[src/hw/rtl/bru_pkg.sv]
// Package for the bitmap to RGBA unpacker.
// Holds configuration codes, pixel mode codes, reset values and shared structs.
// No dependencies.
`timescale 1ns / 1ps

package bru_pkg;

  localparam int unsigned MaxWidthDef     = 4096;
  localparam int unsigned MaxHeightDef    = 4096;
  localparam int unsigned PaletteDepthDef = 256;

  localparam int unsigned CfgIdxW  = 3;
  localparam int unsigned CfgDataW = 15;

  localparam logic [CfgIdxW-1:0] CfgPixelMode   = 3'd0;
  localparam logic [CfgIdxW-1:0] CfgImageWidth  = 3'd1;
  localparam logic [CfgIdxW-1:0] CfgImageHeight = 3'd2;
  localparam logic [CfgIdxW-1:0] CfgRowPitch    = 3'd3;
  localparam logic [CfgIdxW-1:0] CfgPaletteSize = 3'd4;

  localparam logic [1:0] ModeIdx8   = 2'd0;
  localparam logic [1:0] ModeBgr24  = 2'd1;
  localparam logic [1:0] ModeBgra32 = 2'd2;

  localparam logic [1:0]  PixelModeRst   = ModeBgra32;
  localparam logic [12:0] ImageWidthRst  = 13'd1;
  localparam logic [12:0] ImageHeightRst = 13'd1;
  localparam logic [14:0] RowPitchRst    = 15'd4;
  localparam logic [8:0]  PaletteSizeRst = 9'd256;

  localparam logic [7:0] OpaqueAlpha = 8'd255;

  typedef struct packed {
    logic [1:0]  pixel_mode;
    logic [12:0] image_width;
    logic [12:0] image_height;
    logic [14:0] row_pitch;
    logic [8:0]  palette_size;
  } cfg_t;

  typedef struct packed {
    logic        wr_en;
    logic [7:0]  wr_idx;
    logic [23:0] wr_data;
    logic        rd_en;
    logic [7:0]  rd_idx;
  } pal_cmd_t;

  typedef struct packed {
    logic       use_pal;
    logic       in_range;
    logic [7:0] red;
    logic [7:0] green;
    logic [7:0] blue;
    logic [7:0] alpha;
    logic       last_pixel;
  } pix_req_t;

endpackage

[src/hw/rtl/bru_if.sv]


interface bru_out_if;
  logic       valid;
  logic       ready;
  logic [7:0] red;
  logic [7:0] green;
  logic [7:0] blue;
  logic [7:0] alpha;
  logic       last_pixel;

  modport source (output valid, red, green, blue, alpha, last_pixel, input ready);
  modport sink (input valid, red, green, blue, alpha, last_pixel, output ready);
endinterface

[src/hw/rtl/bru_out_stage.sv]
// Result pipeline: palette read stage and output register with backpressure.
// Depends on bru_pkg and bru_out_if.
`timescale 1ns / 1ps

module bru_out_stage (
  input  logic              clk_i,
  input  logic              rst_ni,
  input  logic              res_valid_i,
  input  bru_pkg::pix_req_t res_i,
  input  logic [23:0]       rd_data_i,
  output logic              in_ready_o,
  bru_out_if.source         out_chan_o
);

  logic              s1_valid_q, s1_valid_d;
  bru_pkg::pix_req_t s1_q;
  logic              out_valid_q, out_valid_d;
  logic [7:0]        red_q, green_q, blue_q, alpha_q;
  logic              last_q;
  logic              s2_free;
  logic              s1_move;

  assign s2_free    = !out_valid_q || out_chan_o.ready;
  assign in_ready_o = !s1_valid_q || s2_free;
  assign s1_move    = s1_valid_q && s2_free;

  always_comb begin
    s1_valid_d = s1_valid_q;
    if (in_ready_o) begin
      s1_valid_d = res_valid_i;
    end
    out_valid_d = out_valid_q;
    if (s2_free) begin
      out_valid_d = s1_valid_q;
    end
  end

  always_ff @(posedge clk_i or negedge rst_ni) begin
    if (!rst_ni) begin
      s1_valid_q  <= 1'b0;
      out_valid_q <= 1'b0;
    end else begin
      s1_valid_q  <= s1_valid_d;
      out_valid_q <= out_valid_d;
    end
  end

  always_ff @(posedge clk_i) begin
    if (in_ready_o && res_valid_i) begin
      s1_q <= res_i;
    end
    if (s1_move) begin
      alpha_q <= s1_q.alpha;
      last_q  <= s1_q.last_pixel;
      if (s1_q.use_pal) begin
        red_q   <= s1_q.in_range ? rd_data_i[23:16] : 8'd0;
        green_q <= s1_q.in_range ? rd_data_i[15:8] : 8'd0;
        blue_q  <= s1_q.in_range ? rd_data_i[7:0] : 8'd0;
      end else begin
        red_q   <= s1_q.red;
        green_q <= s1_q.green;
        blue_q  <= s1_q.blue;
      end
    end
  end

  assign out_chan_o.valid      = out_valid_q;
  assign out_chan_o.red        = red_q;
  assign out_chan_o.green      = green_q;
  assign out_chan_o.blue       = blue_q;
  assign out_chan_o.alpha      = alpha_q;
  assign out_chan_o.last_pixel = last_q;

`ifndef ASSERT_OFF
  a_s1_hold: assert property (@(posedge clk_i) disable iff (!rst_ni)
    s1_valid_q && !s2_free |=> s1_valid_q && $stable(s1_q))
    else $error("pending pixel changed while the output was stalled");

  a_no_overrun: assert property (@(posedge clk_i) disable iff (!rst_ni)
    s1_valid_q && !s2_free |-> !in_ready_o)
    else $error("input accepted while both result stages were full");

  a_s1_to_out: assert property (@(posedge clk_i) disable iff (!rst_ni)
    s1_move |=> out_valid_q)
    else $error("pixel lost between the read stage and the output register");
`endif

endmodule

[src/flat_wrapper.sv]
// flat-port wrapper written by rule: the top's interface ports become plain ports
module bru_out_stage_flat 
  (clk_i, rst_ni, res_valid_i, res_i, rd_data_i, in_ready_o, out_chan_o_valid, out_chan_o_red, out_chan_o_green, out_chan_o_blue, out_chan_o_alpha, out_chan_o_last_pixel, out_chan_o_ready);
  bru_out_if out_chan_o_i ();
  input  logic clk_i;
  input  logic rst_ni;
  input  logic res_valid_i;
  input  bru_pkg::pix_req_t res_i;
  input  logic [23:0] rd_data_i;
  output logic in_ready_o;
  output wire logic [$bits(out_chan_o_i.valid)-1:0] out_chan_o_valid;
  output wire logic [$bits(out_chan_o_i.red)-1:0] out_chan_o_red;
  output wire logic [$bits(out_chan_o_i.green)-1:0] out_chan_o_green;
  output wire logic [$bits(out_chan_o_i.blue)-1:0] out_chan_o_blue;
  output wire logic [$bits(out_chan_o_i.alpha)-1:0] out_chan_o_alpha;
  output wire logic [$bits(out_chan_o_i.last_pixel)-1:0] out_chan_o_last_pixel;
  input wire logic [$bits(out_chan_o_i.ready)-1:0] out_chan_o_ready;
  assign out_chan_o_valid = out_chan_o_i.valid;
  assign out_chan_o_red = out_chan_o_i.red;
  assign out_chan_o_green = out_chan_o_i.green;
  assign out_chan_o_blue = out_chan_o_i.blue;
  assign out_chan_o_alpha = out_chan_o_i.alpha;
  assign out_chan_o_last_pixel = out_chan_o_i.last_pixel;
  assign out_chan_o_i.ready = out_chan_o_ready;
  bru_out_stage u_core (.clk_i(clk_i), .rst_ni(rst_ni), .res_valid_i(res_valid_i), .res_i(res_i), .rd_data_i(rd_data_i), .in_ready_o(in_ready_o), .out_chan_o(out_chan_o_i));
endmodule
[config.mk]
export PLATFORM = sky130hd
export DESIGN_NAME = bru_out_stage_flat
export DESIGN_NICKNAME = d
export VERILOG_FILES = /design/src/hw/rtl/bru_pkg.sv /design/src/hw/rtl/bru_if.sv /design/src/hw/rtl/bru_out_stage.sv /design/src/flat_wrapper.sv
export SDC_FILE = /design/constraint.sdc
export NUM_CORES = 1
export LEC_CHECK = 0
export ABC_AREA = 1
export BUFFER_PORTS_ARGS = -buffer_cell sky130_fd_sc_hd__buf_2
export CAP_MARGIN = 20
export CORE_MARGIN = 2
export CORE_UTILIZATION = 48
export DETAILED_ROUTE_END_ITERATION = 7
export PLACE_DENSITY_LB_ADDON = 0.12
export SYNTH_ARGS = -nofsm -noshare
export SYNTH_HDL_FRONTEND = slang
export SYNTH_SLANG_ARGS = --single-unit
export TNS_END_PERCENT = 10
[constraint.sdc]
create_clock -name clk_i -period 3.1 [get_ports clk_i]
set_clock_uncertainty 0.1 [all_clocks]
set_input_delay 0.465 -clock clk_i [delete_from_list [all_inputs] [get_ports clk_i]]
set_output_delay 0.465 -clock clk_i [all_outputs]
set_load 0.02 [all_outputs]
==> impl_metrics.tcl <==
set metrics [dict create \
    area_growth_pct 26.9 \
    setup_viol_count_final 0 \
    path_class "reg -> reg" \
    post-route-util_pct 63.4 \
    drive_gt1_share_pct 45.6 \
    postSynthAreaPerCell_um2 15.9 \
    drc 0 \
    synthesis.nets 223 \
    vias 1562 \
    yosysUniqueCellTypes 10 \
    die-width_um 76.9 \
    dpl-instance-area_mm2 0.00308 \
    nets 328 \
    grt_max_degree 36 \
    timing.fmax_ghz 0.595 \
    initial_core_util_pct 50.0 \
    clock_path_buffers 2 \
    grt_pass1_wl_um 6860 \
    via_per_inst 4.59 \
    max_slew.worst_pin.slew_ns 0.836 \
    cp_slowest_cell "a21oi_4" \
    regArea_mm2 0.00209 \
    netlist_instances 160 \
    power_density_mw_per_mm2 599 \
    rsz0062_at_grt "false" \
    fin_ws_ns 1.42 \
    slowest_delay_ns 0.48 \
    first_pass_iters 4 \
    die-area_mm2 0.00591 \
    std_cell_rows 26 \
    wirelength_um 4370 \
    p_leak_nw 1.41 \
    mostFrequentLayoutCells "buf_2, edfxtp_1, nand2_1, nand3_1, nand2_2" \
    final_cell_area_mm2 0.00324 \
    synth_warnings 0 \
    startpoint_type "register" \
    arrival_ns 1.61 \
    cts-buffers-inserted 9 \
    cts_tree "done" \
    first_iter_violations 50 \
    coreArea_mm2 0.00511 \
    port_buffers 97 \
    antenna_left 0 \
    multi_input_area_um2 362 \
    fillerInstances 417 \
    crit_path_max_fanout 17 \
    root_buffer "clkbuf_8" \
    reg2reg_slack_ns 1.42 \
    avgRoutedWirePerCell_um 12.8 \
    status "finished clean" \
    place_hpwl_um 2980 \
    period_minus_slack_ns 1.68 \
    yosysSeqAreaShare_pct 82.0 \
    cap_violations 0 \
    peakVddDrop_v 0.000329 \
    antenna_found_initial 0 \
    cts.sinks 70 \
    antennaDiodeCount 0 \
    end_kind "register" \
    slew-limit-headroom_pct 44.3 \
    clk-insertion-delay-late_ns 0.34 \
    critPathRequiredTime_ns 3.03 \
    drv_slew 0 \
    layout_commonest_cell "buf_2" \
    synth_area_mm2 0.00255 \
    crit_chain "a21oi_4 -> buf_4" \
    ys_ff_latch 70 \
    fin_crit_sh_pct 54.2 \
    cts_resized 0 \
    die_y_um 76.9 \
    place_congestion 0.725 \
    tns_ns 0 \
    hold_path_class "in -> reg" \
    io_pins 98 \
    hold_violations 0 \
    grt_pass1_vias 1515 \
    htreeDepth 3 \
    clk_pin_slew_ns 0.06 \
    grt_usage_pct 15.9 \
    dpl_worst_slack_ns 1.23 \
    grt_overflow 0 \
]
## area by class of cell
cell class / instances / area share, %
well taps: 70 / 2.70
repair buffers: 101 / 16.0
multi-input cells: 78 / 11.2
flip-flops and latches: 70 / 64.6
inverters: 5 / 0.811
clock inverters: 2 / 0.309
clock buffers: 14 / 4.40
## flip-flops by register name (all words and copies together), names as in the netlist
register                      count
u_core.out_chan_o.valid           1
u_core.out_chan_o.blue            8
u_core.out_chan_o.green           8
u_core.out_chan_o.red             8
u_core.out_chan_o.last_pixel      1
u_core.s1_q                      35
u_core.out_chan_o.alpha           8
u_core.s1_valid_q                 1
## where the power goes
part | leakage [nW] | switching (mW) | internal [mW]
clock | 0.0784 | 0.299 | 0.289
combinational | 0.655 | 0.127 | 0.0735
sequential | 0.679 | 0.0270 | 1.13
## cells in the mapped netlist
cell	count	area share, %
buf_6	6	2.6
a21oi_1	1	0.20
buf_8	1	0.59
inv_8	1	0.44
nand2_1	42	6.2
nand2_2	10	2.5
nand3_1	25	4.9
dfrtp_1	2	2.0
edfxtp_1	68	80
inv_1	4	0.59
## critical path, delay by kind of cell (launching register included)
kind | cells | cell delay [ns]
buf+inv | 1 | 0.35
flops | 1 | 0.44
compound gates | 1 | 0.48
## layer usage
layer / vias to the layer above / wire length (µm) / track usage [%]
li1: 778 / - / -
met1: 706 / 1690 / 16.8
met2: 66 / 2250 / 27.6
met3: 12 / 296 / 4.82
met4: 0 / 127 / 10.2
met5: - / 0 / 0
## path summary, 6_finish.rpt
check / startpoint / endpoint / cells after the start
worst min-delay path: res_i[22] / u_core.s1_q[22] / 1
max in group asynchronous: rst_ni / u_core.s1_valid_q / 2
worst max register to register: u_core.out_chan_o.valid / u_core.out_chan_o.green[1] / 2
worst min register to register: u_core.s1_q[1] / u_core.out_chan_o.alpha[0] / 0
min in group asynchronous: rst_ni / u_core.out_chan_o.valid / 2
worst max-delay path: u_core.out_chan_o.valid / u_core.out_chan_o.green[1] / 2
## cells by family after synthesis
kind of cell,share of synthesized area [%]
buf+inv,4.27
flops,82.0
compound gates,0.196
simple gates,13.5
## stage by stage
step	cells	power, mW	hold WS, ns
floorplan	160	1.29	0.0694
global placement	323	1.37	0.151
detailed placement	323	1.37	0.152
CTS	340	1.96	0.185
global route	340	2.02	0.190
finish	340	1.94	0.202
## what timing repair did
item | CTS | global route
endpoints found under the hold margin | 2 | 0
setup buffers | 0 | 0
hold buffers | 1 | 0
(Power assumes the default switching activity.)
