### src/hw/rtl/bru_pkg.sv
// Package for the bitmap to RGBA unpacker.
// Holds configuration codes, pixel mode codes, reset values and shared structs.
// No dependencies.
`timescale 1ns / 1ps

package bru_pkg;

  localparam int unsigned MaxWidthDef     = 4096;
  localparam int unsigned MaxHeightDef    = 4096;
  localparam int unsigned PaletteDepthDef = 256;

  localparam int unsigned CfgIdxW  = 3;
  localparam int unsigned CfgDataW = 15;

  localparam logic [CfgIdxW-1:0] CfgPixelMode   = 3'd0;
  localparam logic [CfgIdxW-1:0] CfgImageWidth  = 3'd1;
  localparam logic [CfgIdxW-1:0] CfgImageHeight = 3'd2;
  localparam logic [CfgIdxW-1:0] CfgRowPitch    = 3'd3;
  localparam logic [CfgIdxW-1:0] CfgPaletteSize = 3'd4;

  localparam logic [1:0] ModeIdx8   = 2'd0;
  localparam logic [1:0] ModeBgr24  = 2'd1;
  localparam logic [1:0] ModeBgra32 = 2'd2;

  localparam logic [1:0]  PixelModeRst   = ModeBgra32;
  localparam logic [12:0] ImageWidthRst  = 13'd1;
  localparam logic [12:0] ImageHeightRst = 13'd1;
  localparam logic [14:0] RowPitchRst    = 15'd4;
  localparam logic [8:0]  PaletteSizeRst = 9'd256;

  localparam logic [7:0] OpaqueAlpha = 8'd255;

  typedef struct packed {
    logic [1:0]  pixel_mode;
    logic [12:0] image_width;
    logic [12:0] image_height;
    logic [14:0] row_pitch;
    logic [8:0]  palette_size;
  } cfg_t;

  typedef struct packed {
    logic        wr_en;
    logic [7:0]  wr_idx;
    logic [23:0] wr_data;
    logic        rd_en;
    logic [7:0]  rd_idx;
  } pal_cmd_t;

  typedef struct packed {
    logic       use_pal;
    logic       in_range;
    logic [7:0] red;
    logic [7:0] green;
    logic [7:0] blue;
    logic [7:0] alpha;
    logic       last_pixel;
  } pix_req_t;

endpackage

### src/hw/rtl/bru_cfg_regs.sv
// Configuration register bank of the bitmap to RGBA unpacker.
// Depends on bru_pkg.
`timescale 1ns / 1ps

module bru_cfg_regs (
  input  logic                          clk_i,
  input  logic                          rst_ni,
  input  logic                          cfg_we_i,
  input  logic [bru_pkg::CfgIdxW-1:0]   cfg_idx_i,
  input  logic [bru_pkg::CfgDataW-1:0]  cfg_wdata_i,
  output bru_pkg::cfg_t                 cfg_o
);

  bru_pkg::cfg_t cfg_q, cfg_d;

  always_comb begin
    cfg_d = cfg_q;
    if (cfg_we_i) begin
      unique case (cfg_idx_i)
        bru_pkg::CfgPixelMode:   cfg_d.pixel_mode   = cfg_wdata_i[1:0];
        bru_pkg::CfgImageWidth:  cfg_d.image_width  = cfg_wdata_i[12:0];
        bru_pkg::CfgImageHeight: cfg_d.image_height = cfg_wdata_i[12:0];
        bru_pkg::CfgRowPitch:    cfg_d.row_pitch    = cfg_wdata_i[14:0];
        bru_pkg::CfgPaletteSize: cfg_d.palette_size = cfg_wdata_i[8:0];
        default: ;
      endcase
    end
  end

  always_ff @(posedge clk_i or negedge rst_ni) begin
    if (!rst_ni) begin
      cfg_q.pixel_mode   <= bru_pkg::PixelModeRst;
      cfg_q.image_width  <= bru_pkg::ImageWidthRst;
      cfg_q.image_height <= bru_pkg::ImageHeightRst;
      cfg_q.row_pitch    <= bru_pkg::RowPitchRst;
      cfg_q.palette_size <= bru_pkg::PaletteSizeRst;
    end else begin
      cfg_q <= cfg_d;
    end
  end

  assign cfg_o = cfg_q;

endmodule

### config.mk
export PLATFORM = sky130hd
export DESIGN_NAME = bru_cfg_regs
export DESIGN_NICKNAME = d
export VERILOG_FILES = /design/src/hw/rtl/bru_pkg.sv /design/src/hw/rtl/bru_cfg_regs.sv
export SDC_FILE = /design/constraint.sdc
export NUM_CORES = 1
export LEC_CHECK = 0
export ABC_AREA = 1
export BUFFER_PORTS_ARGS = -buffer_cell sky130_fd_sc_hd__buf_2
export CAP_MARGIN = 10
export CORE_AREA = 2 2 80 82
export DETAILED_ROUTE_END_ITERATION = 10
export DIE_AREA = 0 0 82 84
export SYNTH_ARGS = -nofsm -noshare
export SYNTH_HDL_FRONTEND = slang
export SYNTH_SLANG_ARGS = --single-unit
### constraint.sdc
create_clock -name clk_i -period 0.8 [get_ports clk_i]
set_clock_uncertainty 0.05 [all_clocks]
set_input_delay 0.04 -clock clk_i [delete_from_list [all_inputs] [get_ports clk_i]]
set_output_delay 0.04 -clock clk_i [all_outputs]
set_load 0.005 [all_outputs]
==> results of run 1 <==
==> final cells by class <==
type | count | area, sq um | area share, %
multi-input combinational | 169 | 746 | 22.7
sequential | 52 | 1310 | 39.7
tap | 77 | 96.3 | 2.93
clock inverter | 2 | 35.0 | 1.06
inverter | 6 | 22.5 | 0.684
timing repair buffer | 139 | 1010 | 30.7
clock buffer | 6 | 72.6 | 2.21
==> placed cells by master, fill, tap and decap left out, drive strengths merged <==
cell,netlist,final
nor2,5,5
dfstp,5,5
nand3,37,37
bufinv,0,1
nand2,127,127
buf,9,123
dfrtp,47,47
inv,5,5
dlygate4sd3,0,16
clkbuf,1,6
clkinv,1,2
==> kinds of logic (layout without fill, tap and decap cells) <==
group,Yosys count,in the layout,synth area share [%]
buffers and inverters,16,153,5.07
DFF,52,52,61.6
and+or+nand+nor,169,169,33.4
==> through the flow <==
| step | TNS (ps) | util, % |
|---|---|---|
| final | -6170 | 54.0 |
| after global routing | -8270 | 54.0 |
| after CTS | -6510 | 51.0 |
| after detailed placement | -7350 | 44.4 |
| after global placement | -6520 | 44.4 |
| after floorplan | 0 | - |
==> how the worst max path moves through the flow <==
stage | startpoint | end | slack (ps) | cells past startpoint
floorplan | cfg_we_i | cfg_o[13] | 40 | 6
global placement | cfg_we_i | cfg_o[47] | -180 | 7
detailed placement | cfg_we_i | cfg_o[41] | -190 | 7
CTS | cfg_o[51] | cfg_o[51] | -250 | 1
global route | cfg_o[51] | cfg_o[51] | -280 | 1
finish | cfg_o[51] | cfg_o[51] | -240 | 1
==> where the power goes <==
| part | switching [W] | leakage [nW] | internal, W |
|---|---|---|---|
| registers | 0.000289 | 0.644 | 0.00315 |
| logic | 0.000830 | 1.16 | 0.00115 |
| clock network | 0.000837 | 0.0552 | 0.000930 |
==> metal layers <==
| layer | part of all wire (%) | global-route usage (%) | vias to the layer above |
|---|---|---|---|
| met4 | 0.38 | 3.94 | 0 |
| met3 | 5.9 | 3.57 | 2 |
| li1 | - | - | 1006 |
| met1 | 48 | 25.7 | 973 |
| met5 | 0 | 0 | - |
| met2 | 46 | 27.0 | 62 |
==> synthesized netlist by cell type <==
library cell  instances
buf_2                 2
buf_4                 3
buf_6                 4
clkbuf_4              1
clkinv_1              1
dfrtp_1              47
dfstp_2               5
inv_1                 5
nand2_1             124
nand2_2               3
nand3_1              37
nor2_1                1
nor2_2                2
nor2_4                2
==> repair_timing <==
| action | CTS | global route |
|---|---|---|
| setup endpoints to repair | 52 | 65 |
| pin swaps | 0 | 13 |
| buffers inserted | 18 | 14 |
| hold buffers | 16 | 0 |
| gates resized for setup | 0 | 27 |
| endpoints found under the hold margin | 94 | 0 |
==> run summary, run 1 <==
Final #Nets: 394
buffers and inverters on the worst path: 1
Pins Over Slew Limit: 0
yosys synthesis warning count: 0
FP Rows: 29
via count: 2043
fin crit share: 130%
Avg Inst Size Synth: 8.96 sq um
Fillers: 593
Slowest-stage cell, CP: dfstp_2
slew margin rel.: 78.6%
final hold viol count: 0
first drt pass iteration count: 4
final estimated routing congestion in global placement: 0.707
drt drc: 0
Largest stage delay, worst path: 550 ps
Final Total Pwr: 0.00718 W
share of layout cells above drive strength 1: 42.0%
Yosys cell types: 14
CTS tree: yes
synthesized area: 2120 sq um
Post-Syn Nets: 258
register area share after synthesis: 61.6%
initial antenna violation count: 0
reg-to-reg critical path startpoint: cfg_o[28]
port bufs: 72
#FFs+latches synth: 52
initial core utilization: 34.8%
antenna viol nets, final: 0
unrepaired setup endpoints after global routing: yes
r2r worst-path depth: 3
worst min path class: primary input to asynchronous set/reset pin
fmax: 963 MHz
count of max-cap constraint violations: 0
Synth top area share: 55.4%
Congestion Overflow GR: 0
failing checks: setup timing
Tmin final: 1040 ps
Tot GR Track Use: 17.6%
final wirelength: 5.82 mm
number of global-route vias before repair: 1965
top post-synthesis cells by area: dfrtp_1 (55%), nand2_1 (22%), nand3_1 (8.7%)
delay-heaviest family, CP: flip-flops
CTS root buffer: clkbuf_8
area leader, netlist: dfrtp_1
outcome: finished, violations left
Max FO, Critical Path: 2
largest net degree at the start of global routing: 18
dpl cells: 396
fin worst setup slack: -239 ps
CP startpoint kind: flip-flop
max reg flops: 52
Setup violations, final: 53
Clock transition at path regs: 90 ps
worst hold margin: 111 ps
Routed wire per std cell: 12.9 um
initial DRC count: 103
pin slew with the least headroom to its limit: 320 ps
die height: 84 um
DIE AREA: 6890 sq um
arrival time of the worst setup path: 950 ps
Crit Path Class: flip-flop to output pin
design area: 3290 sq um
Syn-to-layout area delta: 55.0%
Cell Count, Final, Fillers Out: 451
core area: 6100 sq um
first-pass GRT wire length: 9.35 mm
R2R Setup Slk: -10 ps
Worst EP required: 710 ps
Via-to-Cell Ratio: 4.53
crit-path cells: buf_2
DP HPWL: 4.16 mm
VDD IR max: 1.10 mV
clock buffer depth: 2
die width: 82 um
RR Endpoint: cfg_o[28]
dpl ws: -194 ps
clk_lat worst skew: 290 ps
Pleak: 1.86 nW
Clock Sinks: 52
Mapped Cells: 237
clock buffer count from CTS: 5
Ports: 73
pwr dens: 2180 nW/um^2
DP Area: 2710 sq um
crit path capture type: output pin
Ant. Diodes: 0
H-tree depth: 2
Power figures use the tool's default switching activity.
==> inputs of run 2 (changes only) <==
--- a/config.mk
+++ b/config.mk
@@ -8,9 +8,10 @@
 export ABC_AREA = 1
 export BUFFER_PORTS_ARGS = -buffer_cell sky130_fd_sc_hd__buf_2
 export CAP_MARGIN = 10
-export CORE_AREA = 2 2 80 82
+export CORE_AREA = 2 2 73 75
 export DETAILED_ROUTE_END_ITERATION = 10
-export DIE_AREA = 0 0 82 84
+export DIE_AREA = 0 0 75 77
+export PLACE_DENSITY = 0.73
 export SYNTH_ARGS = -nofsm -noshare
 export SYNTH_HDL_FRONTEND = slang
 export SYNTH_SLANG_ARGS = --single-unit
==> constraint.sdc (replaced) <==
create_clock -name clk_i -period 0.9 [get_ports clk_i]
set_clock_uncertainty 0.05 [all_clocks]
set_input_delay 0.045 -clock clk_i [delete_from_list [all_inputs] [get_ports clk_i]]
set_output_delay 0.045 -clock clk_i [all_outputs]
set_load 0.005 [all_outputs]
==> run 2 against run 1 <==
- the flow still finishes with violations (setup timing)
- register-to-register slack better by 30 ps
- clock power fell by 24%
- sequential power is 12% lower
- combinational power shrank 16%
- hold slack gained 6.0 ps
- sequential share of layout area grew 2.0 points
- critical path depth unchanged
- count of clock-buffer cells in the layout increased by 2
- die area shrank 16%
- first-iteration DRC count grew 44%
- total power shrank 16%
- largest cell class unchanged
- largest power group unchanged
==> run summary, run 2 (synthesis gave the netlist of run 1 again) <==
Routed wire per std cell: 12.9 um
most frequent cells in the layout: nand2_1 (123), buf_2 (71), dfrtp_1 (47), buf_4 (47), nand3_1 (37)
Pleak: 1.81 nW
Syn-to-layout area delta: 47.4%
Pins Over Slew Limit: 0
Clock transition at path regs: 90 ps
port bufs: 72
delay-heaviest family, CP: flip-flops
Tmin final: 1040 ps
clock buffer depth: 2
drt drc: 0
initial core utilization: 42.7%
via count: 2054
Largest stage delay, worst path: 540 ps
Ant. Diodes: 0
final hold viol count: 0
number of global-route vias before repair: 1895
outcome: finished, violations left
VDD IR max: 1.04 mV
worst min path class: primary input to flip-flop
worst hold margin: 117 ps
antenna viol nets, final: 0
fmax: 961 MHz
pwr dens: 1930 nW/um^2
clk_lat worst skew: 300 ps
fin crit share: 116%
buffers and inverters on the worst path: 1
initial antenna violation count: 0
share of layout cells above drive strength 1: 37.6%
final wirelength: 5.69 mm
crit-path cells: buf_2
Via-to-Cell Ratio: 4.65
FP Rows: 26
Worst EP required: 810 ps
clock buffer count from CTS: 5
H-tree depth: 2
die width: 75 um
Congestion Overflow GR: 0
Ports: 73
Slowest-stage cell, CP: dfstp_2
fin worst setup slack: -140 ps
Tot GR Track Use: 20.9%
die height: 77 um
CTS root buffer: clkbuf_8
Setup violations, final: 43
crit path capture type: output pin
max reg flops: 52
failing checks: setup timing
most common cell after layout, fill and taps aside: nand2_1
final estimated routing congestion in global placement: 0.816
slew margin rel.: 81.4%
initial DRC count: 148
unrepaired setup endpoints after global routing: yes
Final #Nets: 392
Clock Sinks: 52
core area: 4980 sq um
largest net degree at the start of global routing: 53
first-pass GRT wire length: 9.17 mm
Max FO, Critical Path: 2
CTS tree: yes
arrival time of the worst setup path: 950 ps
first drt pass iteration count: 4
pin slew with the least headroom to its limit: 279 ps
Fillers: 459
R2R Setup Slk: 20 ps
count of max-cap constraint violations: 0
CP startpoint kind: flip-flop
DP HPWL: 3.78 mm
Crit Path Class: flip-flop to output pin
DIE AREA: 5780 sq um
Setup TNS: -1160 ps
[run 2: cell count changes in the layout (fill, tap and decap cells not counted), sizes merged]
cell,change
buf,-2
bufinv,-1
clkinv,-1
clkbuf,+2
[run 2: worst paths after layout]
kind | startpoint | end | cells after the start
worst max-delay path | cfg_o[51] | cfg_o[51] | 1
worst min-delay path | cfg_idx_i[1] | cfg_o[37] | 5
worst max register to register | cfg_o[33] | cfg_o[33] | 4
worst min register to register | cfg_o[8] | cfg_o[8] | 2
max in group asynchronous | rst_ni | cfg_o[8] | 3
min in group asynchronous | rst_ni | cfg_o[50] | 3
[run 2: power breakdown]
part	switching [W]	internal [W]	leakage [nW]
Sequential	0.000231	0.00280	0.644
Combinational	0.000728	0.000938	1.12
Clock	0.000721	0.000629	0.0455
[run 2: area by class of cell]
cell class                      count  area, sq um  share of cell area [%]
Timing Repair Buffer              137          911                    29.1
Sequential cell                    52         1310                    41.8
Clock buffer                        8         90.1                    2.88
Multi-Input combinational cell    169          711                    22.7
Tap cell                           70         87.6                    2.80
Inverter                            6         22.5                   0.720
[run 2: timing repair]
item                       CTS  global route
hold endpoints to repair    98             0
setup endpoints to repair   52            52
buffers inserted            26             8
gates resized for setup      1             2
hold buffers                16             0
[run 2: layer usage]
| metal | up-vias | routed length, um | global-route usage [%] |
|---|---|---|---|
| met4 | 0 | 99 | 7.32 |
| li1 | 1001 | - | - |
| met1 | 968 | 2470 | 28.7 |
| met5 | - | 0 | 0 |
| met3 | 11 | 313 | 3.29 |
| met2 | 74 | 2810 | 33.2 |
[run 2: metrics by stage]
step | utilization (%) | instances | instance area [sq um] | power (W) | worst slack, ps
after CTS | 61.5 | 434 | 3060 | 0.00596 | -149
after global routing | 62.9 | 442 | 3130 | 0.00641 | -175
final | 62.9 | 442 | 3130 | 0.00605 | -140
after detailed placement | 52.5 | 384 | 2610 | 0.00426 | -24.6
after floorplan | - | 237 | 2120 | 0.00355 | 140
after global placement | 52.5 | 384 | 2610 | 0.00421 | 12.7
