===== config.mk =====
export PLATFORM = sky130hd
export DESIGN_NAME = bru_unpack_ctrl
export DESIGN_NICKNAME = d
export VERILOG_FILES = /design/src/hw/rtl/bru_pkg.sv /design/src/hw/rtl/bru_unpack_ctrl.sv
export SDC_FILE = /design/constraint.sdc
export NUM_CORES = 1
export LEC_CHECK = 0
export BUFFER_PORTS_ARGS = -buffer_cell sky130_fd_sc_hd__buf_4
export CAP_MARGIN = 40
export CORE_ASPECT_RATIO = 1.5
export CORE_MARGIN = 2
export CORE_UTILIZATION = 45
export CTS_CLUSTER_DIAMETER = 150
export CTS_CLUSTER_SIZE = 8
export DETAILED_ROUTE_END_ITERATION = 10
export GPL_TIMING_DRIVEN = 0
export PLACE_DENSITY = 0.69
export SLEW_MARGIN = 15
export SYNTH_ARGS = -nofsm -noshare
export SYNTH_HDL_FRONTEND = slang
export SYNTH_SLANG_ARGS = --single-unit

===== constraint.sdc =====
create_clock -name clk_i -period 4.8 [get_ports clk_i]
set_clock_uncertainty 0.15 [all_clocks]
set_input_delay 0.48 -clock clk_i [delete_from_list [all_inputs] [get_ports clk_i]]
set_output_delay 0.48 -clock clk_i [all_outputs]
set_load 0.02 [all_outputs]

===== src/hw/rtl/bru_pkg.sv =====
// Package for the bitmap to RGBA unpacker.
// Holds configuration codes, pixel mode codes, reset values and shared structs.
// No dependencies.
`timescale 1ns / 1ps

package bru_pkg;

  localparam int unsigned MaxWidthDef     = 4096;
  localparam int unsigned MaxHeightDef    = 4096;
  localparam int unsigned PaletteDepthDef = 256;

  localparam int unsigned CfgIdxW  = 3;
  localparam int unsigned CfgDataW = 15;

  localparam logic [CfgIdxW-1:0] CfgPixelMode   = 3'd0;
  localparam logic [CfgIdxW-1:0] CfgImageWidth  = 3'd1;
  localparam logic [CfgIdxW-1:0] CfgImageHeight = 3'd2;
  localparam logic [CfgIdxW-1:0] CfgRowPitch    = 3'd3;
  localparam logic [CfgIdxW-1:0] CfgPaletteSize = 3'd4;

  localparam logic [1:0] ModeIdx8   = 2'd0;
  localparam logic [1:0] ModeBgr24  = 2'd1;
  localparam logic [1:0] ModeBgra32 = 2'd2;

  localparam logic [1:0]  PixelModeRst   = ModeBgra32;
  localparam logic [12:0] ImageWidthRst  = 13'd1;
  localparam logic [12:0] ImageHeightRst = 13'd1;
  localparam logic [14:0] RowPitchRst    = 15'd4;
  localparam logic [8:0]  PaletteSizeRst = 9'd256;

  localparam logic [7:0] OpaqueAlpha = 8'd255;

  typedef struct packed {
    logic [1:0]  pixel_mode;
    logic [12:0] image_width;
    logic [12:0] image_height;
    logic [14:0] row_pitch;
    logic [8:0]  palette_size;
  } cfg_t;

  typedef struct packed {
    logic        wr_en;
    logic [7:0]  wr_idx;
    logic [23:0] wr_data;
    logic        rd_en;
    logic [7:0]  rd_idx;
  } pal_cmd_t;

  typedef struct packed {
    logic       use_pal;
    logic       in_range;
    logic [7:0] red;
    logic [7:0] green;
    logic [7:0] blue;
    logic [7:0] alpha;
    logic       last_pixel;
  } pix_req_t;

endpackage


===== src/hw/rtl/bru_unpack_ctrl.sv =====
// Byte stream control: pixel, row and image counters and the partial pixel.
// Issues palette reads and writes and hands completed pixels on. Depends on bru_pkg.
`timescale 1ns / 1ps

module bru_unpack_ctrl #(
  parameter int unsigned MAX_WIDTH     = bru_pkg::MaxWidthDef,
  parameter int unsigned MAX_HEIGHT    = bru_pkg::MaxHeightDef,
  parameter int unsigned PALETTE_DEPTH = bru_pkg::PaletteDepthDef
) (
  input  logic              clk_i,
  input  logic              rst_ni,
  input  bru_pkg::cfg_t     cfg_i,
  input  logic              acc_i,
  input  logic              req_type_i,
  input  logic [7:0]        data_byte_i,
  input  logic [7:0]        palette_index_i,
  input  logic [7:0]        palette_red_i,
  input  logic [7:0]        palette_green_i,
  input  logic [7:0]        palette_blue_i,
  output bru_pkg::pal_cmd_t pal_cmd_o,
  output logic              res_valid_o,
  output bru_pkg::pix_req_t res_o
);

  localparam int unsigned WidthW  = $clog2(MAX_WIDTH + 1);
  localparam int unsigned HeightW = $clog2(MAX_HEIGHT + 1);
  localparam int unsigned PixW    = $clog2(4 * MAX_WIDTH + 1);
  localparam int unsigned RowW    = (PixW > 15) ? PixW : 15;
  localparam logic [8:0]  PalDepth = 9'(PALETTE_DEPTH);

  logic [1:0]         bip_q, bip_d;
  logic [23:0]        partial_q, partial_d;
  logic [RowW-1:0]    brow_q, brow_d;
  logic [WidthW-1:0]  col_q, col_d;
  logic [HeightW-1:0] row_q, row_d;

  logic [WidthW-1:0]  width;
  logic [HeightW-1:0] height;
  logic [2:0]         bpp;
  logic [RowW-1:0]    pix_bytes;
  logic [RowW-1:0]    row_len;
  logic [RowW-1:0]    brow_inc;
  logic               pix_byte;
  logic               active;
  logic               complete;

  always_comb begin
    if (cfg_i.image_width == '0) begin
      width = WidthW'(1);
    end else if (32'(cfg_i.image_width) > MAX_WIDTH) begin
      width = WidthW'(MAX_WIDTH);
    end else begin
      width = WidthW'(cfg_i.image_width);
    end
    if (cfg_i.image_height == '0) begin
      height = HeightW'(1);
    end else if (32'(cfg_i.image_height) > MAX_HEIGHT) begin
      height = HeightW'(MAX_HEIGHT);
    end else begin
      height = HeightW'(cfg_i.image_height);
    end
    unique case (cfg_i.pixel_mode)
      bru_pkg::ModeIdx8: begin
        bpp       = 3'd1;
        pix_bytes = RowW'(width);
      end
      bru_pkg::ModeBgr24: begin
        bpp       = 3'd3;
        pix_bytes = RowW'(width) + (RowW'(width) << 1);
      end
      default: begin
        bpp       = 3'd4;
        pix_bytes = RowW'(width) << 2;
      end
    endcase
    row_len = (RowW'(cfg_i.row_pitch) > pix_bytes) ? RowW'(cfg_i.row_pitch) : pix_bytes;
  end

  assign pix_byte = acc_i && !req_type_i;
  assign active   = col_q < width;
  assign complete = active && (({1'b0, bip_q} + 3'd1) >= bpp);
  assign brow_inc = brow_q + RowW'(1);

  always_comb begin
    bip_d     = bip_q;
    partial_d = partial_q;
    brow_d    = brow_q;
    col_d     = col_q;
    row_d     = row_q;
    if (pix_byte) begin
      if (complete) begin
        bip_d     = 2'd0;
        partial_d = '0;
        col_d     = col_q + WidthW'(1);
      end else if (active) begin
        if (bip_q != 2'd3) begin
          partial_d = partial_q | (24'(data_byte_i) << (5'(bip_q) << 3));
        end
        bip_d = bip_q + 2'd1;
      end
      brow_d = brow_inc;
      if (brow_inc >= row_len) begin
        brow_d    = '0;
        col_d     = '0;
        bip_d     = 2'd0;
        partial_d = '0;
        if (({1'b0, row_q} + (HeightW + 1)'(1)) >= {1'b0, height}) begin
          row_d = '0;
        end else begin
          row_d = row_q + HeightW'(1);
        end
      end
    end
  end

  always_ff @(posedge clk_i or negedge rst_ni) begin
    if (!rst_ni) begin
      bip_q     <= 2'd0;
      partial_q <= '0;
      brow_q    <= '0;
      col_q     <= '0;
      row_q     <= '0;
    end else begin
      bip_q     <= bip_d;
      partial_q <= partial_d;
      brow_q    <= brow_d;
      col_q     <= col_d;
      row_q     <= row_d;
    end
  end

  always_comb begin
    res_o.use_pal  = 1'b0;
    res_o.in_range = ({1'b0, data_byte_i} < cfg_i.palette_size) &&
                     ({1'b0, data_byte_i} < PalDepth);
    res_o.red      = partial_q[23:16];
    res_o.green    = partial_q[15:8];
    res_o.blue     = partial_q[7:0];
    res_o.alpha    = data_byte_i;
    unique case (cfg_i.pixel_mode)
      bru_pkg::ModeIdx8: begin
        res_o.use_pal = 1'b1;
        res_o.alpha   = bru_pkg::OpaqueAlpha;
      end
      bru_pkg::ModeBgr24: begin
        res_o.red   = data_byte_i;
        res_o.alpha = bru_pkg::OpaqueAlpha;
      end
      default: ;
    endcase
    res_o.last_pixel = (({1'b0, col_q} + (WidthW + 1)'(1)) == {1'b0, width}) &&
                       (({1'b0, row_q} + (HeightW + 1)'(1)) >= {1'b0, height});
  end

  assign res_valid_o = pix_byte && complete;

  assign pal_cmd_o.wr_en   = acc_i && req_type_i && ({1'b0, palette_index_i} < PalDepth);
  assign pal_cmd_o.wr_idx  = palette_index_i;
  assign pal_cmd_o.wr_data = {palette_red_i, palette_green_i, palette_blue_i};
  assign pal_cmd_o.rd_en   = pix_byte && complete && (cfg_i.pixel_mode == bru_pkg::ModeIdx8);
  assign pal_cmd_o.rd_idx  = data_byte_i;

endmodule


==> results.json, run 1 <==
{
  "cp_common_cell": "nand4_1",
  "drive_gt1_share_pct": 37.34,
  "worstHoldStart": "data_byte_i[0]",
  "async_flop_share_pct": 100.0,
  "drv_slew": 0,
  "routed_wl_um": 20200,
  "r2r-start": "row_q[0]",
  "postSynthRegisterBits": 67,
  "crit_arrival_ns": 6.68,
  "ys.flop_type": "dfrtp_1",
  "htree_num_levels": 3,
  "holdWs_ns": 0.2642,
  "area_growth_pct": 39.57,
  "slew_headroom_pct": 48.32,
  "slowest_stage": "or3_1",
  "cp_max_fo": 7,
  "overflow": 0,
  "synth_edf_count": 0,
  "irDropWorstVdd_mv": 0.2021,
  "drtAntennaViolNets": 0,
  "leakage_nw": 4.753,
  "path_buf_inv": 5,
  "regArea_sq_mm": 0.001680,
  "syn_avg_cell_area_sq_um": 8.174,
  "setup_viol": 67,
  "vias": 6860,
  "worst_slew_pin_slew_ns": 0.7752,
  "grt_util_all_layers_pct": 24.24,
  "yosysUniqueCellTypes": 65,
  "cts.clk_slew.worst_paths_ns": 0.07,
  "final_nets": 1211,
  "cp_slowest_stage_delay_ns": 0.36,
  "hold_class": "in2reg",
  "place_hpwl_um": 14940,
  "pin_count": 174,
  "coreArea_sq_mm": 0.01507,
  "grt_pass1_wl_um": 32260,
  "crit_family": "compound AO/OA/AOI/OAI gates",
  "period_share_pct": 138.2,
  "maxCapViolCount": 0,
  "startpoint": "cfg_i[43]",
  "layout_commonest_cell": "buf_4",
  "start_kind": "primary input",
  "die_area_sq_mm": 0.01643,
  "drtPass1Iterations": 4,
  "die_y_um": 156.0,
  "drt_iter0_drc": 321,
  "design_area_sq_mm": 0.009674,
  "critPathRequiredTime_ns": 4.85,
  "viasPerCell": 5.541,
  "clock_latency_ns": 0.34,
  "root_buffer": "clkbuf_16",
  "globalplace.congestion": 0.9306,
  "power_density_mw_per_mm2": 305.7,
  "cts.sink_count": 67,
  "worstSetupPathType": "in2reg",
  "yosysSeqAreaShare_pct": 24.19,
  "most-common-layout-cells": "buf_4, nand2_1, ha_1",
  "post_drt_wl_per_cell_um": 16.32,
  "antenna_found_initial": 0,
  "rows": 55,
  "setup_tns_ns": -112.59,
  "period_minus_slack_ns": 6.631,
  "multi_input_comb_area_sq_mm": 0.005111,
  "die_w_um": 105.3,
  "diodes": 0,
  "fmax_mhz": 150.8,
  "grt_pass1_vias": 6734,
  "fillers": 1333,
  "io_buffers": 138,
  "synth_fp_nets": 1025,
  "cp-end-kind": "flop",
  "cts_buffer_depth": 2,
  "violations": "negative setup slack",
  "tritoncts": "done",
  "remaining_drc_errors": 0,
  "yosysWarnings": 0,
  "synth_area_sq_mm": 0.006932,
  "finish.utilization_pct": 64.19,
  "synth_cells": 848,
  "rsz0062_at_grt": "true",
  "setup_ws_ns": -1.831,
  "numCtsBuffers": 9,
  "outcome": "finished, violations left",
  "grt_max_degree": 60,
  "hold_violations": 0,
  "dpl_cell_area_sq_mm": 0.008408,
  "initial_utilization_pct": 45.99
}
==> area by class of cell <==
class	count	share of cell area (%)
flip-flops and latches	67	17.37
clock inverters	7	1.022
multi-input cells	642	52.83
repair buffers	178	15.11
inverters	49	1.901
clock buffers	9	2.328
well taps	199	2.574
plain buffers	87	6.868
==> per-layer routing <==
layer	up-vias	GRT usage [%]	wire, um
met2	209	44.12	10610
met4	0	12.89	861
met5	-	0	0
met1	3266	26.97	7800
met3	49	3.551	927
li1	3336	-	-
==> cell families (layout without fill, tap and decap cells) <==
| group | Yosys count | in the layout | synth area share, % |
|---|---|---|---|
| xor gates and xnor gates | 46 | 46 | 5.812 |
| adders and majority gates | 81 | 81 | 14.73 |
| muxes | 28 | 28 | 4.368 |
| buffers and inverters | 139 | 330 | 10.88 |
| AOI/OAI and AO/OA | 216 | 216 | 20.05 |
| DFF | 67 | 67 | 24.19 |
| and+or+nand+nor | 271 | 271 | 19.96 |
==> synth_stat cells, types with 3 or more instances <==
cell type   n  area, sq um
nand2_1    94        352.8
o21ai_0    82        410.4
ha_1       80         1001
dfrtp_1    67         1677
buf_4      56        420.4
inv_1      48        180.2
nor2_1     47        176.4
a21oi_1    37        185.2
nand3_1    29        145.1
clkbuf_1   26        97.59
a22o_1     25        219.0
xnor2_1    24        210.2
xor2_1     22        192.7
a21o_1     20        150.1
mux2_2     18        202.7
and3_1     17        106.4
nand2b_1   17        106.4
nor3_1     15        75.07
mux2i_1    10        100.1
nor2b_1    10        62.56
o31ai_1     9        67.56
buf_2       6        30.03
nand4_1     6        37.54
o21a_1      5        37.54
a31oi_1     4        25.02
and2_1      4        25.02
nor3b_1     4        30.03
nor4_1      4        25.02
o41ai_1     4        35.03
or3_1       4        25.02
a211o_1     3        26.28
a41oi_1     3        26.28
and4_1      3        26.28
nor3b_2     3        37.54
o211ai_1    3        22.52
==> sequential cells by signal, summed over array words and instances (netlist names) <==
name,cells
row_q,13
brow_q,15
col_q,13
partial_q,24
bip_q,2
==> power by group <==
| part | internal [mW] | switching (mW) |
|---|---|---|
| clock | 0.459 | 0.274 |
| combinational | 0.714 | 0.698 |
| sequential | 0.688 | 0.124 |
| total | 1.86 | 1.10 |
==> per-stage QoR <==
stage | cells | setup slack [ns] | power [mW]
after global placement | 1185 | -2.934 | 2.026
after CTS | 1236 | -1.696 | 2.915
final | 1238 | -1.831 | 2.958
after floorplan | 848 | -1.444 | 1.648
after global routing | 1238 | -2.110 | 3.129
after detailed placement | 1186 | -2.969 | 2.047
==> worst paths after layout <==
| kind | endpoint | depth (start not counted) | slack, ns |
|---|---|---|---|
| worst max-delay path | col_q[10] | 34 | -1.83 |
| worst min-delay path | partial_q[8] | 2 | 0.26 |
| worst max register to register | row_q[9] | 15 | 0.63 |
| worst min register to register | partial_q[5] | 1 | 0.35 |
| max in group asynchronous | partial_q[11] | 3 | 3.59 |
| min in group asynchronous | col_q[5] | 2 | 0.38 |
==> timing repair <==
action / CTS / global route
setup buffers: 29 / 4
resized for setup: 111 / 55
setup endpoints to repair: 68 / 68
endpoints found under the hold margin: 8 / 0
cloned: 5 / 0
hold buffers: 1 / 0
pin swaps: 57 / 42
Power figures use the tool's default switching activity.
==> run 2, diff against run 1 <==
--- a/config.mk
+++ b/config.mk
@@ -7,7 +7,7 @@
 export LEC_CHECK = 0
 export BUFFER_PORTS_ARGS = -buffer_cell sky130_fd_sc_hd__buf_4
 export CAP_MARGIN = 40
-export CORE_ASPECT_RATIO = 1.5
+export CORE_ASPECT_RATIO = 0.8
 export CORE_MARGIN = 2
 export CORE_UTILIZATION = 45
 export CTS_CLUSTER_DIAMETER = 150
==> results.json, run 2 (same netlist as run 1, synthesis figures left out) <==
{
  "drtAntennaViolNets": 0,
  "r2r-start": "row_q[0]",
  "multi_input_comb_area_sq_mm": 0.005145,
  "diodes": 0,
  "slew_headroom_pct": 54.07,
  "dpl_worst_slack_ns": -2.904,
  "remaining_drc_errors": 0,
  "design_area_sq_mm": 0.009751,
  "worst_slew_pin_slew_ns": 0.6890,
  "crit_end": "col_q[8]",
  "clock_latency_ns": 0.34,
  "drtPass1Iterations": 5,
  "period_share_pct": 135.0,
  "globalplace.congestion": 0.8974,
  "initial_utilization_pct": 46.01,
  "post_drt_wl_per_cell_um": 16.04,
  "cts_buffer_depth": 2,
  "startpoint": "cfg_i[43]",
  "final_nets": 1220,
  "pin_count": 174,
  "die_area_sq_mm": 0.01642,
  "setup_viol": 67,
  "r2r_cells": 17,
  "grt_pass1_wl_um": 32240,
  "period_minus_slack_ns": 6.480,
  "io_buffers": 138,
  "cp_slowest_stage_delay_ns": 0.34,
  "power_density_mw_per_mm2": 291.9,
  "drive_gt1_share_pct": 37.57,
  "grt_util_all_layers_pct": 24.74,
  "drv_slew": 0,
  "maxCapViolCount": 0,
  "holdWs_ns": 0.2777,
  "irDropWorstVdd_mv": 0.1891,
  "worstSetupPathType": "in2reg",
  "grt_max_degree": 38,
  "die_w_um": 142.8,
  "viasPerCell": 5.386,
  "die_y_um": 115.0,
  "final_cells": 1256,
  "place_hpwl_um": 14600,
  "vias": 6765,
  "outcome": "finished, violations left",
  "r2r-end": "row_q[0]",
  "hold_class": "in2reg",
  "leakage_nw": 4.815,
  "dpl_cell_area_sq_mm": 0.008414,
  "rsz0062_at_grt": "true",
  "fmax_mhz": 154.3,
  "numCtsBuffers": 9,
  "largestRegisters": "partial_q x24, brow_q x15",
  "start_kind": "primary input",
  "regToRegSetupSlack_ns": 0.65,
  "cp_common_cell": "buf_4",
  "cts.clk_slew.worst_paths_ns": 0.05,
  "area_growth_pct": 40.67,
  "largest_register": "partial_q",
  "cp-end-kind": "flop",
  "antenna_found_initial": 0,
  "hold_violations": 0,
  "power_mw": 2.846,
  "cts.sink_count": 67,
  "rows": 40,
  "largest_reg_flops": 24,
  "regArea_sq_mm": 0.001679,
  "grt_pass1_vias": 6343,
  "root_buffer": "clkbuf_16",
  "coreArea_sq_mm": 0.01506,
  "dp_cells": 1197,
  "slowest_stage": "or3_1",
  "crit_arrival_ns": 6.56,
  "tritoncts": "done",
  "critPathRequiredTime_ns": 4.88,
  "layout_commonest_cell": "buf_4",
  "most-common-layout-cells": "buf_4, nand2_1, ha_1",
  "violations": "negative setup slack",
  "cp_max_fo": 6,
  "setup_ws_ns": -1.680,
  "htree_num_levels": 3,
  "drt_iter0_drc": 440,
  "fillers": 1299,
  "routed_wl_um": 20150,
  "overflow": 0
}
## run 2: worst min path at each step
stage | startpoint | endpoint | cells past startpoint
5_1_grt | data_byte_i[0] | partial_q[0] | 2
6_report | data_byte_i[2] | partial_q[10] | 2
2_1_floorplan | rst_ni | bip_q[0] | 0
3_5_place_dp | rst_ni | row_q[0] | 1
4_1_cts | data_byte_i[0] | partial_q[0] | 2
3_3_place_gp | partial_q[19] | partial_q[19] | 1
## run 2: metal layers
metal  routed length [um]  up-vias  GRT usage [%]  part of all wire (%)
met5                    0        -              0                     0
met4                  234        0          6.007                   1.2
met3                 1301       17          4.207                   6.5
met2                 9012      221          39.87                    45
met1                 9599     3163          34.83                    48
li1                     -     3364              -                     -
## run 2: critical path: cells and delay by family
kind / cells / cell delay [ns]
multiplexers: 1 / 0.19
AO/OA/AOI/OAI: 11 / 1.51
buffers and inverters: 14 / 1.87
AND/OR/NAND/NOR: 7 / 1.44
adder cells (fa/ha/maj): 4 / 1.07
## run 2: per-stage QoR
| step | utilization, % | setup TNS (ns) |
|---|---|---|
| 3_5_place_dp | 55.86 | -175.79 |
| 5_1_grt | 64.73 | -119.16 |
| 6_report | 64.73 | -104.12 |
| 3_3_place_gp | 55.72 | -172.47 |
| 2_1_floorplan | - | -82.61 |
| 4_1_cts | 63.28 | -97.48 |
## run 2: repair_timing
| item | 4_1_cts | 5_1_grt |
|---|---|---|
| hold buffers | 1 | 0 |
| pin swaps | 50 | 27 |
| gates cloned | 5 | 0 |
| setup endpoints to repair | 68 | 68 |
| buffers inserted | 41 | 1 |
| resized for setup | 115 | 48 |
| hold endpoints to repair | 30 | 0 |
## run 2: final cells by class
| type | instances | share of cell area, % |
|---|---|---|
| buffer | 87 | 6.839 |
| clock buffer | 12 | 2.631 |
| clock inverter | 2 | 0.1283 |
| inverter | 49 | 1.886 |
| multi-input combinational | 642 | 52.77 |
| sequential | 67 | 17.22 |
| tap | 210 | 2.695 |
| timing repair buffer | 187 | 15.83 |
## run 2: where the power goes
group	switching (mW)	leakage, nW	internal, mW	total, mW
clock	0.235	0.131	0.371	0.606
combinational	0.704	3.79	0.733	1.44
sequential	0.115	0.899	0.689	0.804
==> run 3, diff against run 2 <==
--- a/config.mk
+++ b/config.mk
@@ -7,14 +7,16 @@
 export LEC_CHECK = 0
 export BUFFER_PORTS_ARGS = -buffer_cell sky130_fd_sc_hd__buf_4
 export CAP_MARGIN = 40
+export CELL_PAD_IN_SITES_DETAIL_PLACEMENT = 0
+export CELL_PAD_IN_SITES_GLOBAL_PLACEMENT = 1
 export CORE_ASPECT_RATIO = 0.8
 export CORE_MARGIN = 2
-export CORE_UTILIZATION = 45
+export CORE_UTILIZATION = 40
 export CTS_CLUSTER_DIAMETER = 150
 export CTS_CLUSTER_SIZE = 8
 export DETAILED_ROUTE_END_ITERATION = 10
 export GPL_TIMING_DRIVEN = 0
-export PLACE_DENSITY = 0.69
+export PLACE_DENSITY_LB_ADDON = 0.1
 export SLEW_MARGIN = 15
 export SYNTH_ARGS = -nofsm -noshare
 export SYNTH_HDL_FRONTEND = slang
==> results.json, run 3 (same netlist as run 1, synthesis figures left out) <==
{
  "initial_utilization_pct": 40.39,
  "cp-end-kind": "flop",
  "period_share_pct": 134.2,
  "diodes": 0,
  "power_mw": 2.792,
  "largest_register": "partial_q",
  "critPathRequiredTime_ns": 4.93,
  "worstHoldStart": "data_byte_i[0]",
  "pin_count": 174,
  "finish.utilization_pct": 55.38,
  "area_growth_pct": 37.13,
  "final_nets": 1210,
  "drv_slew": 0,
  "r2r_cells": 16,
  "setup_ws_ns": -1.643,
  "antenna_found_initial": 0,
  "rsz0062_at_grt": "true",
  "largestRegisters": "partial_q x24, brow_q x15",
  "irDropWorstVdd_mv": 0.1792,
  "overflow": 0,
  "final_cells": 1263,
  "hold-path-cell-count": 2,
  "cp_slowest_stage_delay_ns": 0.34,
  "tritoncts": "done",
  "period_minus_slack_ns": 6.443,
  "vias": 6600,
  "holdPathEnd": "partial_q[8]",
  "htree_num_levels": 3,
  "drtAntennaViolNets": 0,
  "grt_max_degree": 43,
  "root_buffer": "clkbuf_16",
  "power_density_mw_per_mm2": 293.7,
  "cp_common_cell": "buf_4",
  "cp_max_fo": 6,
  "place_hpwl_um": 15110,
  "holdWs_ns": 0.2547,
  "post_drt_wl_per_cell_um": 15.93,
  "grt_pass1_wl_um": 32130,
  "drt_iter0_drc": 314,
  "worst_slew_pin_slew_ns": 0.7118,
  "io_buffers": 138,
  "fillers": 1649,
  "hold_class": "in2reg",
  "coreArea_sq_mm": 0.01716,
  "viasPerCell": 5.226,
  "layout_commonest_cell": "buf_4",
  "worstSetupPathType": "in2reg",
  "clock_latency_ns": 0.34,
  "outcome": "finished, violations left",
  "cts_buffer_depth": 2,
  "setup_viol": 67,
  "r2r-start": "row_q[0]",
  "violations": "negative setup slack",
  "die_y_um": 121.7,
  "rows": 43,
  "dpl_worst_slack_ns": -2.831,
  "globalplace.congestion": 0.8688,
  "maxCapViolCount": 0,
  "regToRegSetupSlack_ns": 0.60,
  "start_kind": "primary input",
  "cts.sink_count": 67,
  "crit_arrival_ns": 6.58,
  "hold_violations": 0,
  "routed_wl_um": 20120,
  "slowest_stage": "or3_1",
  "die_w_um": 151.2,
  "largest_reg_flops": 24,
  "crit_family": "compound AO/OA/AOI/OAI gates",
  "design_area_sq_mm": 0.009505,
  "dpl_cell_area_sq_mm": 0.008433,
  "fmax_mhz": 155.2,
  "slew_headroom_pct": 52.55,
  "numCtsBuffers": 9,
  "path_buf_inv": 12,
  "drive_gt1_share_pct": 35.65,
  "most-common-layout-cells": "buf_4, nand2_1, ha_1",
  "dp_cells": 1212,
  "remaining_drc_errors": 0,
  "drtPass1Iterations": 4,
  "die_area_sq_mm": 0.01840,
  "cts.clk_slew.worst_paths_ns": 0.06,
  "grt_util_all_layers_pct": 22.22,
  "leakage_nw": 4.687,
  "r2r-end": "row_q[6]",
  "setup_tns_ns": -100.95,
  "grt_pass1_vias": 6254
}
==> run 3: cell count changes in the layout (fill, tap and decap cells not counted), moves of 3 or more <==
cell,before,now
o21ai_2,21,17
a21oi_2,5,2
buf_4,223,217
clkbuf_8,9,5
o21ai_0,37,48
buf_12,4,1
ha_4,8,5
buf_6,12,9
o21ai_1,24,18
ha_1,68,73
==> run 3: worst max path at each step <==
| stage | to | from | slack, ns | cells past startpoint |
|---|---|---|---|---|
| after floorplan | partial_q[10] | cfg_i[43] | -1.44 | 31 |
| after global placement | partial_q[14] | cfg_i[45] | -2.90 | 32 |
| after detailed placement | partial_q[14] | cfg_i[45] | -2.83 | 32 |
| after CTS | partial_q[18] | cfg_i[38] | -1.62 | 33 |
| after global routing | partial_q[9] | cfg_i[45] | -1.89 | 33 |
| final | partial_q[18] | cfg_i[38] | -1.64 | 36 |
==> run 3: where the power goes <==
part / switching (mW) / internal, mW / total [mW] / leakage, nW
Sequential: 0.113 / 0.688 / 0.802 / 0.897
Clock: 0.267 / 0.352 / 0.618 / 0.126
Combinational: 0.678 / 0.693 / 1.37 / 3.66
==> run 3: worst reg2reg max path: cells and delay by family (launching register included) <==
family                     cells  cell delay [ns]
AOI/OAI and AO/OA              5             1.38
xor gates and xnor gates       1             0.18
adders and majority gates      2             0.47
buffers and inverters          1             0.19
DFF                            1             0.41
and+or+nand+nor                7             1.29
==> run 3: timing repair <==
item | in CTS | in global routing
endpoints found under the hold margin | 25 | 0
endpoints found under the setup margin | 68 | 68
setup buffers | 32 | 0
pin swaps | 47 | 24
cloned | 4 | 0
gates resized for setup | 97 | 29
hold buffers | 1 | 0
==> run 3: final cells by class <==
class | count | area (sq um) | share of cell area [%]
buffer | 88 | 671.9 | 7.069
clock buffer | 11 | 232.7 | 2.448
clock inverter | 5 | 37.54 | 0.3949
inverter | 49 | 183.9 | 1.935
multi-input combinational | 642 | 5010 | 52.70
sequential | 67 | 1680 | 17.68
tap | 225 | 281.5 | 2.962
timing repair buffer | 176 | 1408 | 14.81
==> run 3: per-layer routing <==
metal,vias up,GRT usage (%),routed length (um)
met4,0,5.724,287
li1,3338,-,-
met5,-,0,0
met3,16,4.007,1290
met1,3041,31.68,9736
met2,205,34.73,8801
